===== src/hw/rtl/bscc_pkg.sv =====
package bscc_pkg;

   // Frame limits and derived widths
   localparam int MAX_COLS = 1024;
   localparam int MAX_ROWS = 1024;
   localparam int COL_W    = $clog2(MAX_COLS);
   localparam int ROW_W    = $clog2(MAX_ROWS);

   // Result coordinates are always 10 bits wide (masked when the frame is larger)
   localparam int COORD_W  = 10;

   // Register port
   localparam int CSR_W     = 11;
   localparam int CSR_IDX_W = 2;
   localparam logic [CSR_IDX_W-1:0] CSR_ROWS_IN_USE = CSR_IDX_W'(0);
   localparam logic [CSR_IDX_W-1:0] CSR_COLS_IN_USE = CSR_IDX_W'(1);

   // Size registers reset to 1024, limited by the build maximum; stored minus one
   localparam int ROWS_RST_M1 = ((MAX_ROWS < 1024) ? MAX_ROWS : 1024) - 1;
   localparam int COLS_RST_M1 = ((MAX_COLS < 1024) ? MAX_COLS : 1024) - 1;

   // Line buffer word: pixel of column c, and anchor of column c-1, from the row above
   localparam int LINE_W   = 2;
   localparam int LINE_PIX = 1;
   localparam int LINE_ANC = 0;

   // Scan position of one pixel, with the flags the evaluation stage needs
   typedef struct packed {
      logic [ROW_W-1:0] row;
      logic [COL_W-1:0] col;
      logic             last_col;
      logic             last_row;
      logic             row_ge1;
      logic             row_ge2;
      logic             col_ge1;
      logic             thin;
   } pos_type;

endpackage


===== src/hw/rtl/bscc_ram.sv =====
module bscc_ram #(
   parameter int WIDTH = 2,
   parameter int DEPTH = 1024
) (
   input  logic                     clock,
   input  logic                     we,
   input  logic [$clog2(DEPTH)-1:0] waddr,
   input  logic [WIDTH-1:0]         wdata,
   input  logic                     re,
   input  logic [$clog2(DEPTH)-1:0] raddr,
   output logic [WIDTH-1:0]         rdata
);

   logic [WIDTH-1:0] mem [DEPTH];
   logic [WIDTH-1:0] rdata_ff;

   // One write port, one registered read port; read data holds between reads
   always_ff @(posedge clock) begin
      if (we) begin
         mem[waddr] <= wdata;
      end
      if (re) begin
         rdata_ff <= mem[raddr];
      end
   end

   assign rdata = rdata_ff;

endmodule


===== src/hw/rtl/bscc_scan.sv =====
module bscc_scan import bscc_pkg::*; (
   input  logic                 clock,
   input  logic                 reset,
   input  logic                 csr_we,
   input  logic [CSR_IDX_W-1:0] csr_index,
   input  logic [CSR_W-1:0]     csr_wdata,
   input  logic                 accept,
   output logic                 restart,
   output pos_type              pos
);

   logic [ROW_W-1:0] rows_m1_ff, rows_m1_in;
   logic [COL_W-1:0] cols_m1_ff, cols_m1_in;
   logic [ROW_W-1:0] row_ff, row_in;
   logic [COL_W-1:0] col_ff, col_in;
   logic             hit_rows;
   logic             hit_cols;

   assign hit_rows = csr_we && (csr_index == CSR_ROWS_IN_USE);
   assign hit_cols = csr_we && (csr_index == CSR_COLS_IN_USE);
   assign restart  = hit_rows || hit_cols;

   // Size registers: zero acts as one, too large acts as the maximum
   always_comb begin
      rows_m1_in = rows_m1_ff;
      cols_m1_in = cols_m1_ff;
      if (hit_rows) begin
         if (csr_wdata == '0) begin
            rows_m1_in = '0;
         end else if (32'(csr_wdata) > MAX_ROWS) begin
            rows_m1_in = ROW_W'(MAX_ROWS - 1);
         end else begin
            rows_m1_in = ROW_W'(csr_wdata - 1'b1);
         end
      end
      if (hit_cols) begin
         if (csr_wdata == '0) begin
            cols_m1_in = '0;
         end else if (32'(csr_wdata) > MAX_COLS) begin
            cols_m1_in = COL_W'(MAX_COLS - 1);
         end else begin
            cols_m1_in = COL_W'(csr_wdata - 1'b1);
         end
      end
   end

   // Current position and its flags
   always_comb begin
      pos.row      = row_ff;
      pos.col      = col_ff;
      pos.last_col = (col_ff == cols_m1_ff);
      pos.last_row = (row_ff == rows_m1_ff);
      pos.row_ge1  = (row_ff != '0);
      pos.row_ge2  = (row_ff > ROW_W'(1));
      pos.col_ge1  = (col_ff != '0);
      pos.thin     = (rows_m1_ff == '0) || (cols_m1_ff == '0);
   end

   // Raster counters advance on each accepted word; a restart clears them
   always_comb begin
      row_in = row_ff;
      col_in = col_ff;
      if (restart) begin
         row_in = '0;
         col_in = '0;
      end else if (accept) begin
         if (pos.last_col) begin
            col_in = '0;
            row_in = pos.last_row ? '0 : row_ff + 1'b1;
         end else begin
            col_in = col_ff + 1'b1;
         end
      end
   end

   always_ff @(posedge clock) begin
      if (reset) begin
         rows_m1_ff <= ROW_W'(ROWS_RST_M1);
         cols_m1_ff <= COL_W'(COLS_RST_M1);
         row_ff     <= '0;
         col_ff     <= '0;
      end else begin
         rows_m1_ff <= rows_m1_in;
         cols_m1_ff <= cols_m1_in;
         row_ff     <= row_in;
         col_ff     <= col_in;
      end
   end

endmodule


===== src/hw/rtl/bscc_eval.sv =====
module bscc_eval import bscc_pkg::*; (
   input  logic               clock,
   input  logic               reset,
   input  logic               restart,
   input  logic               req_valid,
   input  logic               req_pixel,
   output logic               req_ready,
   output logic               accept,
   input  pos_type            pos,
   input  logic [LINE_W-1:0]  line_rdata,
   output logic               line_we,
   output logic [COL_W-1:0]   line_waddr,
   output logic [LINE_W-1:0]  line_wdata,
   output logic               rsp_valid,
   input  logic               rsp_ready,
   output logic               rsp_anchor_valid,
   output logic [COORD_W-1:0] rsp_anchor_row,
   output logic [COORD_W-1:0] rsp_anchor_col,
   output logic               rsp_frame_end,
   output logic               rsp_frame_fail
);

   logic               s1_valid_ff, s1_valid_in;
   logic               s1_pixel_ff;
   pos_type            s1_pos_ff;
   logic               s1_fire;
   logic [3:0]         win_ff, win_in;
   logic               fail_ff, fail_in;
   logic               rsp_valid_ff, rsp_valid_in;
   logic               anchor_valid_ff;
   logic [COORD_W-1:0] anchor_row_ff, anchor_col_ff;
   logic               frame_end_ff, frame_fail_ff;

   logic               pl, pul, al, aul;
   logic               up, aup, anc;
   logic               fail_new;
   logic               frame_end;

   // Handshake: stage one moves on when the output register is free or being taken
   assign s1_fire   = s1_valid_ff && (!rsp_valid_ff || rsp_ready);
   assign req_ready = !s1_valid_ff || s1_fire;
   assign accept    = req_valid && req_ready;

   always_comb begin
      s1_valid_in = s1_valid_ff;
      if (accept) begin
         s1_valid_in = 1'b1;
      end else if (s1_fire) begin
         s1_valid_in = 1'b0;
      end
   end

   // Window bits: left pixel, upper-left pixel, left anchor, upper-left anchor
   assign pl  = win_ff[0];
   assign pul = win_ff[1];
   assign al  = win_ff[2];
   assign aul = win_ff[3];

   // 2x2 evaluation; the row above comes from the line buffer read at accept
   always_comb begin
      up  = s1_pos_ff.row_ge1 && line_rdata[LINE_PIX];
      aup = s1_pos_ff.row_ge2 && s1_pos_ff.col_ge1 && line_rdata[LINE_ANC];
      anc = s1_pos_ff.row_ge1 && s1_pos_ff.col_ge1 && s1_pixel_ff && up && pl && pul;

      fail_new = fail_ff;
      if (s1_pos_ff.thin) begin
         if (s1_pixel_ff) begin
            fail_new = 1'b1;
         end
      end else begin
         // upper-left pixel is last seen here: it must be covered by now
         if (s1_pos_ff.row_ge1 && s1_pos_ff.col_ge1 && pul && !(aul || aup || al || anc)) begin
            fail_new = 1'b1;
         end
         // right edge: pixel above is finished
         if (s1_pos_ff.row_ge1 && s1_pos_ff.last_col && up && !(aup || anc)) begin
            fail_new = 1'b1;
         end
         // bottom row: left pixel is finished
         if (s1_pos_ff.last_row && s1_pos_ff.col_ge1 && pl && !(al || anc)) begin
            fail_new = 1'b1;
         end
         // bottom-right corner pixel
         if (s1_pos_ff.last_row && s1_pos_ff.last_col && s1_pixel_ff && !anc) begin
            fail_new = 1'b1;
         end
      end

      frame_end = s1_pos_ff.last_row && s1_pos_ff.last_col;
   end

   // Write back the line buffer entry of this column
   assign line_we    = s1_fire;
   assign line_waddr = s1_pos_ff.col;
   always_comb begin
      line_wdata           = '0;
      line_wdata[LINE_PIX] = s1_pixel_ff;
      line_wdata[LINE_ANC] = anc;
   end

   // Window and fail flag update
   always_comb begin
      win_in  = win_ff;
      fail_in = fail_ff;
      if (restart) begin
         win_in  = '0;
         fail_in = 1'b0;
      end else if (s1_fire) begin
         win_in  = s1_pos_ff.last_col ? 4'b0000 : {aup, anc, up, s1_pixel_ff};
         fail_in = frame_end ? 1'b0 : fail_new;
      end
   end

   always_comb begin
      rsp_valid_in = rsp_valid_ff;
      if (s1_fire) begin
         rsp_valid_in = 1'b1;
      end else if (rsp_ready) begin
         rsp_valid_in = 1'b0;
      end
   end

   // Control state
   always_ff @(posedge clock) begin
      if (reset) begin
         s1_valid_ff  <= 1'b0;
         rsp_valid_ff <= 1'b0;
         win_ff       <= '0;
         fail_ff      <= 1'b0;
      end else begin
         s1_valid_ff  <= s1_valid_in;
         rsp_valid_ff <= rsp_valid_in;
         win_ff       <= win_in;
         fail_ff      <= fail_in;
      end
   end

   // Payload: stage one and the output register
   always_ff @(posedge clock) begin
      if (accept) begin
         s1_pixel_ff <= req_pixel;
         s1_pos_ff   <= pos;
      end
      if (s1_fire) begin
         anchor_valid_ff <= anc;
         anchor_row_ff   <= anc ? COORD_W'(s1_pos_ff.row - 1'b1) : '0;
         anchor_col_ff   <= anc ? COORD_W'(s1_pos_ff.col - 1'b1) : '0;
         frame_end_ff    <= frame_end;
         frame_fail_ff   <= frame_end && fail_new;
      end
   end

   assign rsp_valid        = rsp_valid_ff;
   assign rsp_anchor_valid = anchor_valid_ff;
   assign rsp_anchor_row   = anchor_row_ff;
   assign rsp_anchor_col   = anchor_col_ff;
   assign rsp_frame_end    = frame_end_ff;
   assign rsp_frame_fail   = frame_fail_ff;

endmodule


===== src/hw/rtl/binary_square_cover_check_top.sv =====
// Binary 2x2 square cover check. Pixels arrive in raster order, one per word, and every
// pixel gives exactly one result word, via stage one and the output register: the anchor
// flag and coordinates of the 2x2 square whose lower-right corner is that pixel, and with
// the frame's last pixel a frame_end flag and frame_fail, set when some set pixel lay in
// no all-ones 2x2 square. The block takes one pixel per cycle while results are taken;
// the rate is set by a line buffer of MAX_COLS entries of two bits (pixel and anchor of
// the row above) with one read and one write port, read when a pixel is taken and written
// back one stage later. The buffer needs no clearing after reset. Writing rows_in_use or
// cols_in_use restarts the frame; write them only while no pixel is in flight.
module binary_square_cover_check_top import bscc_pkg::*; (
   input  logic                 clock,
   input  logic                 reset,
   input  logic                 csr_we,
   input  logic [CSR_IDX_W-1:0] csr_index,
   input  logic [CSR_W-1:0]     csr_wdata,
   input  logic                 req_valid,
   output logic                 req_ready,
   input  logic                 req_pixel,
   output logic                 rsp_valid,
   input  logic                 rsp_ready,
   output logic                 rsp_anchor_valid,
   output logic [COORD_W-1:0]   rsp_anchor_row,
   output logic [COORD_W-1:0]   rsp_anchor_col,
   output logic                 rsp_frame_end,
   output logic                 rsp_frame_fail
);

   logic              accept;
   logic              restart;
   pos_type           pos;
   logic [LINE_W-1:0] line_rdata;
   logic              line_we;
   logic [COL_W-1:0]  line_waddr;
   logic [LINE_W-1:0] line_wdata;

   // Raster position and size registers
   bscc_scan u_scan (
      .clock     (clock),
      .reset     (reset),
      .csr_we    (csr_we),
      .csr_index (csr_index),
      .csr_wdata (csr_wdata),
      .accept    (accept),
      .restart   (restart),
      .pos       (pos)
   );

   // Line buffer; with one column the same entry is read and written in one cycle,
   // but then no anchor exists and the read data is not used
   bscc_ram #(
      .WIDTH (LINE_W),
      .DEPTH (MAX_COLS)
   ) u_line (
      .clock (clock),
      .we    (line_we),
      .waddr (line_waddr),
      .wdata (line_wdata),
      .re    (accept),
      .raddr (pos.col),
      .rdata (line_rdata)
   );

   // Window evaluation and result register
   bscc_eval u_eval (
      .clock            (clock),
      .reset            (reset),
      .restart          (restart),
      .req_valid        (req_valid),
      .req_pixel        (req_pixel),
      .req_ready        (req_ready),
      .accept           (accept),
      .pos              (pos),
      .line_rdata       (line_rdata),
      .line_we          (line_we),
      .line_waddr       (line_waddr),
      .line_wdata       (line_wdata),
      .rsp_valid        (rsp_valid),
      .rsp_ready        (rsp_ready),
      .rsp_anchor_valid (rsp_anchor_valid),
      .rsp_anchor_row   (rsp_anchor_row),
      .rsp_anchor_col   (rsp_anchor_col),
      .rsp_frame_end    (rsp_frame_end),
      .rsp_frame_fail   (rsp_frame_fail)
   );

endmodule


===== config.mk =====
export PLATFORM = sky130hd
export DESIGN_NAME = binary_square_cover_check_top
export DESIGN_NICKNAME = d
export VERILOG_FILES = /design/src/hw/rtl/bscc_pkg.sv /design/src/hw/rtl/bscc_ram.sv /design/src/hw/rtl/bscc_scan.sv /design/src/hw/rtl/bscc_eval.sv /design/src/hw/rtl/binary_square_cover_check_top.sv
export SDC_FILE = /design/constraint.sdc
export NUM_CORES = 2
export LEC_CHECK = 0
export BUFFER_PORTS_ARGS = -buffer_cell sky130_fd_sc_hd__buf_2
export CORE_ASPECT_RATIO = 1.25
export CORE_MARGIN = 3
export CORE_UTILIZATION = 25
export CTS_CLUSTER_SIZE = 20
export DETAILED_ROUTE_END_ITERATION = 6
export SLEW_MARGIN = 20
export SYNTH_ARGS = -nofsm -noshare
export SYNTH_HDL_FRONTEND = slang
export SYNTH_SLANG_ARGS = --single-unit
export TNS_END_PERCENT = 20

===== constraint.sdc =====
create_clock -name clock -period 25.6 [get_ports clock]
set_clock_uncertainty 0.1 [all_clocks]
set_input_delay 6.4 -clock clock [delete_from_list [all_inputs] [get_ports clock]]
set_output_delay 6.4 -clock clock [all_outputs]
set_load 0.01 [all_outputs]

After elaboration in Yosys (flattened, before gate mapping)
Memories as Yosys holds them, arrays and structs flattened. A register that Yosys moved wholly into a read port is not among the register bits.
Index checks and enable logic that the tools add are counted.
- bits of input ports: 19
- register bits after elaboration: 97
- memories: 1
- output and inout port bits: 25
- bits in writable memories: 2048
- word-level logic and storage cells: 100
- memory list (memory ; words ; bits a word ; read ports ; clocked after Yosys merged registers in ; write ports ; RTL line ; text):
    u_line.mem ; 1024 ; 2 ; 1 ; 1 ; 1 ; bscc_ram.sv:14 ; logic [WIDTH-1:0] mem [DEPTH];
- reduce and logical (&&, ||, !) cells: 49
- add/subtract/negate cells: 5
- equal/unequal tests: 3
- order comparisons: 2
- muxes and demuxes: 18
- operators with widths (cell ; count):
    two-way mux 10 bit ; 4
    subtractor 10 x 1 -> 10 bit (second input constant) ; 3
    logical AND 1 bit ; 24
    adder 10 x 1 -> 10 bit (second input constant) ; 2
    equality test 10 bit ; 2
    zero test 10 bit ; 2
    nonzero test 10 bit ; 2
    two-way mux 1 bit ; 13
    greater-than comparator 11 bit (second input constant) ; 1
    zero test 11 bit ; 1
    greater-than comparator 10 x 1 -> 1 bit (second input constant) ; 1
    logical OR 1 bit ; 9
    zero test 1 bit ; 6
    two-way mux 4 bit ; 1
    nonzero test 2 bit ; 2
    equality test 2 x 1 -> 1 bit (second input constant) ; 1
    zero test 2 bit ; 1
    AND reduction 2 bit ; 1
    OR reduction 2 bit ; 1

Longest topological paths before layout
- word-level depth: 14
- gate-level depth with buffers: 14
- depth with buffers taken out: 9

Cells and area by module
Synthesis repeated with hierarchy kept, for this count alone.
- cell total of the unflattened synthesis: 5257
- area total of the unflattened synthesis: 88507.4 um^2
- modules (own cells, without submodules) (module ; times used ; area an instance (um^2) ; cells an instance ; seq. area each (um^2)):
    bscc_ram ; 1 ; 83777.8 ; 4793 ; 61559.0
    bscc_eval ; 1 ; 2386.0 ; 179 ; 1641.6
    bscc_scan ; 1 ; 2343.5 ; 285 ; 800.8

Least setup slack after synthesis
Ideal clock, no wire load.
- path type: register to register
- start point: register u_eval.s1_pixel_ff
- end point: register u_eval.anchor_valid_ff (netlist: u_eval.rsp_anchor_valid) (data pin)
- clock period less this slack: 28155 ps
- arrival time: 26204 ps
- library setup time: 1851 ps
- slack: -2555 ps
- data required time: 23649 ps
- buffers on the path: 0
- cell stages (with the launch flop): 3
- path through: edfxtp_1 > nand3_1 > inv_1
- cells in the longest elaborated chain, start to end: 4
- RTL lines (what ; RTL line ; text):
    from (decl) ; bscc_eval.sv:24 ; logic s1_pixel_ff;
    from (signal assigned) ; bscc_eval.sv:141 ; s1_pixel_ff <= req_pixel;
    logical AND 1 bit (4 in a row) ; bscc_eval.sv:63 ; anc = s1_pos_ff.row_ge1 && s1_pos_ff.col_ge1 && s1_pixel_ff && up && pl && pul;
    named net u_eval.anc ; bscc_eval.sv:35 ; logic up, aup, anc;
    to (signal assigned) ; bscc_eval.sv:145 ; anchor_valid_ff <= anc;
    to (decl) ; bscc_eval.sv:30 ; logic anchor_valid_ff;
The timed path passes the listed nets, and every way through them passes these cells.
A chain may end at the register's enable or synchronous reset.

Final worst setup path
- start point: input rsp_ready
- end point: output req_ready
- cells in the longest elaborated chain, start to end: 3
- RTL lines (what ; RTL line ; text):
    from (decl) ; binary_square_cover_check_top.sv:20 ; input logic rsp_ready,
    logical OR 1 bit ; bscc_eval.sv:40 ; assign s1_fire = s1_valid_ff && (!rsp_valid_ff || rsp_ready);
    logical AND 1 bit ; bscc_eval.sv:40 ;
    logical OR 1 bit ; bscc_eval.sv:41 ; assign req_ready = !s1_valid_ff || s1_fire;
    to (decl) ; binary_square_cover_check_top.sv:17 ; output logic req_ready,
Every way passes these cells.

==> impl_metrics.py <==
metrics = {
    "outcome": {
        "outcome": "complete, no violations",
    },
    "timing": {
        "layout_setup_ws_ps": 12000,
        "rsz0062_at_grt": "false",
        "report.final.slew_viol_count": 0,
        "setup_viol": 0,
        "finalCritPeriodShare_pct": 53.1,
        "period_needed_ps": 13600,
        "finalHoldViolCount": 0,
        "worst_slew_pin_slew_ps": 1290,
        "finalSetupTns_ps": 0,
        "slew_headroom_pct": 13.0,
        "holdWs_ps": 358,
        "fmax_ghz": 0.0735,
    },
    "pwr": {
        "vdd_drop_max_mv": 0.0470,
        "p_per_area_nw_per_um2": 70.1,
        "power.leakage_nw": 27.8,
    },
    "die": {
        "core-area_sq_um": 351000,
        "dieWidth_microns": 538,
        "dieArea_sq_um": 360000,
        "ios": 44,
        "fp.dieH_microns": 670,
        "row_count": 243,
        "initial_core_util_pct": 25.1,
    },
    "final_layout": {
        "nNetsFinal": 5156,
        "seq_area_sq_um": 64000,
        "drive_gt1_share_pct": 19.6,
        "areaGrowthSynthToFinish_pct": 13.4,
        "multi_input_area_sq_um": 22600,
        "filler_cell_count": 34674,
    },
    "yosys": {
        "syn_nets": 5198,
        "yosys_warnings": 0,
        "yosysSeqAreaShare_pct": 72.5,
        "yosysMostFrequentCell": "edfxtp_1",
        "yosys.area.top_type": "edfxtp_1",
        "synth_cell_type_count": 79,
        "synth_common_cells": "edfxtp_1, nor2_1, mux4_2",
        "syn_inst": 5166,
        "ys.flop_type": "edfxtp_1",
        "syn_area_sq_um": 88300,
        "synth_area_leaders": "edfxtp_1, mux4_2, nor2_1, mux2i_1, dfxtp_1",
        "synth_edf_count": 2100,
        "synth.top_cell.area_share_pct": 71.4,
        "ys_ff_latch": 2147,
        "post_synth.cell_area_avg_sq_um": 17.1,
        "async_flop_share_pct": 0,
    },
    "setup_path": {
        "critPathKind": "in -> out",
        "cp_common_cell": "buf_2",
        "cp.required_ps": 19100,
        "cp_max_fo": 3,
        "startpoint_type": "primary input",
        "crit_slowest_cell": "nor2b_1",
        "cp-end-kind": "primary output",
        "worstPathArrival_ps": 7100,
        "critPathBufInv": 2,
        "path_delay_family": "simple AND/OR/NAND/NOR gates",
        "path_cells": "buf_2, nor2b_1, nand2_1, buf_2",
        "slowest_delay_ps": 300,
    },
    "hold_path": {
        "hp-class": "reg -> reg",
    },
    "route": {
        "num_vias": 48597,
        "drc_errors": 0,
        "finalWirelength_mm": 251,
        "viasPerCell": 4.89,
        "wire_per_inst_microns": 25.3,
        "ant_nets": 0,
        "first_pass_iters": 7,
        "first_iter_violations": 6455,
    },
    "global_route": {
        "grt_max_degree": 278,
        "grt-ovfl-total": 0,
        "first_global_vias": 49645,
        "track_usage_pct": 13.5,
        "grt_pass1_wl_mm": 357,
        "grt_antenna_before_repair": 10,
    },
    "cts": {
        "cts_inserted_buffers": 206,
        "post_cts_resized": 0,
        "cts_max_path_buffers": 4,
        "cts_hold_buf": 0,
        "cts_htree_levels": 4,
        "path_clk_slew_ps": 60,
        "cts_tree": "built",
        "clock-sinks": 2147,
        "cts_setup_buffers": 0,
        "root_buffer": "clkbuf_16",
        "clk_latency_ps": 860,
    },
    "run": {
        "cap_violations": 0,
    },
    "placed_design": {
        "dp_hpwl_mm": 140,
        "portBuffers": 43,
        "place_ws_ps": 11980,
        "gp_congestion": 0.824,
    },
}
through the flow:
| stage | cell area (sq um) | utilization [%] | power, mW | std cells |
|---|---|---|---|---|
| 4_1_cts | 100000 | 28.5 | 7.06 | 9935 |
| 2_1_floorplan | 88300 | - | 4.11 | 5166 |
| 6_report | 100000 | 28.5 | 7.01 | 9943 |
| 3_3_place_gp | 93700 | 26.7 | 4.15 | 9569 |
| 5_1_grt | 100000 | 28.5 | 7.21 | 9937 |
| 3_5_place_dp | 93700 | 26.7 | 4.15 | 9569 |
flip-flops by register name, summed over array words and instances, names as in the netlist, 10 cells and up:
name	count
u_line.mem	2048
u_eval.s1_pos_ff	16
u_eval.line_waddr	10
u_eval.rsp_anchor_col	10
u_eval.rsp_anchor_row	10
u_scan.col_ff	10
u_scan.cols_m1_ff	10
u_scan.row_ff	10
u_scan.rows_m1_ff	10
power breakdown:
part	internal, mW	switching (mW)
logic	0.0875	0.147
registers	3.83	0.0102
clock network	1.64	1.29
cell usage in the layout, fill, tap and decap left out, types with 10 or more instances in the layout:
cell type / Yosys / final
edfxtp_1: 2100 / 2100
nor2_1: 1136 / 1130
mux4_2: 490 / 490
clkbuf_16: 0 / 207
mux2i_1: 169 / 169
buf_4: 34 / 114
nand2_1: 124 / 95
clkinv_1: 2 / 58
a21oi_1: 56 / 55
clkbuf_1: 225 / 47
nand3_1: 75 / 43
buf_2: 74 / 43
dfxtp_1: 47 / 40
xnor2_1: 35 / 35
a211oi_1: 33 / 33
o21ai_0: 32 / 32
clkinv_2: 0 / 29
nand2_2: 0 / 29
nor2b_1: 34 / 28
a22oi_1: 28 / 28
a221oi_1: 28 / 28
o22ai_1: 27 / 27
a211o_1: 22 / 22
inv_1: 23 / 21
nor3_1: 23 / 21
xor2_1: 19 / 19
nand3_4: 0 / 18
mux2_2: 16 / 16
bufinv_16: 0 / 16
and3_1: 15 / 15
nand2b_1: 14 / 14
nand3_2: 0 / 14
ha_1: 13 / 13
nor4_1: 12 / 12
o221ai_1: 12 / 12
and2_1: 11 / 11
a31oi_1: 10 / 10
nand4_1: 10 / 10
a21o_1: 10 / 10
worst paths after layout:
path | from | to | slack [ps] | cells after the start
max reg2reg | u_scan.col_ff[1] | u_line.rdata[0] | 19330 | 10
min | u_eval.win_ff[0] | u_eval.win_ff[0] | 360 | 2
min reg2reg | u_eval.win_ff[0] | u_eval.win_ff[0] | 360 | 2
max | rsp_ready | req_ready | 12000 | 4
cell families (layout without fill, tap and decap cells):
family                     count (synthesis)  in the layout  synth area share (%)
adders and majority gates                 13             13                 0.184
DFF                                     2147           2147                  72.5
AOI/OAI and AO/OA                        341            341                  2.80
xor gates and xnor gates                  54             54                 0.536
muxes                                    675            675                  14.6
and+or+nand+nor                         1493           1493                  6.93
buffers and inverters                    443            559                  2.46
other                                      0              6                     0
tightest hold or removal path, cell delays in order (launching register included):
cell	delay, ps
dfxtp_1	310
nand2_1	50
a21oi_1	50
cell type report:
type	count	share of cell area [%]
Antenna cell	6	0.0150
Clock inverter	110	0.923
Tap cell	4655	5.82
Inverter	25	0.0987
Multi-Input combinational cell	2576	22.5
Clock buffer	256	5.38
Sequential cell	2147	63.9
Timing Repair Buffer	168	1.29
routing by layer:
layer / up-vias / wire length, microns / share of wire [%] / GRT usage [%]
met3: 477 / 22300 / 8.8 / 2.21
li1: 20003 / - / - / -
met2: 2491 / 126000 / 50 / 23.0
met1: 25622 / 93500 / 37 / 17.0
met5: - / 27 / 0.011 / 0
met4: 4 / 10100 / 4.0 / 5.33
Power figures use the tool's default switching activity.
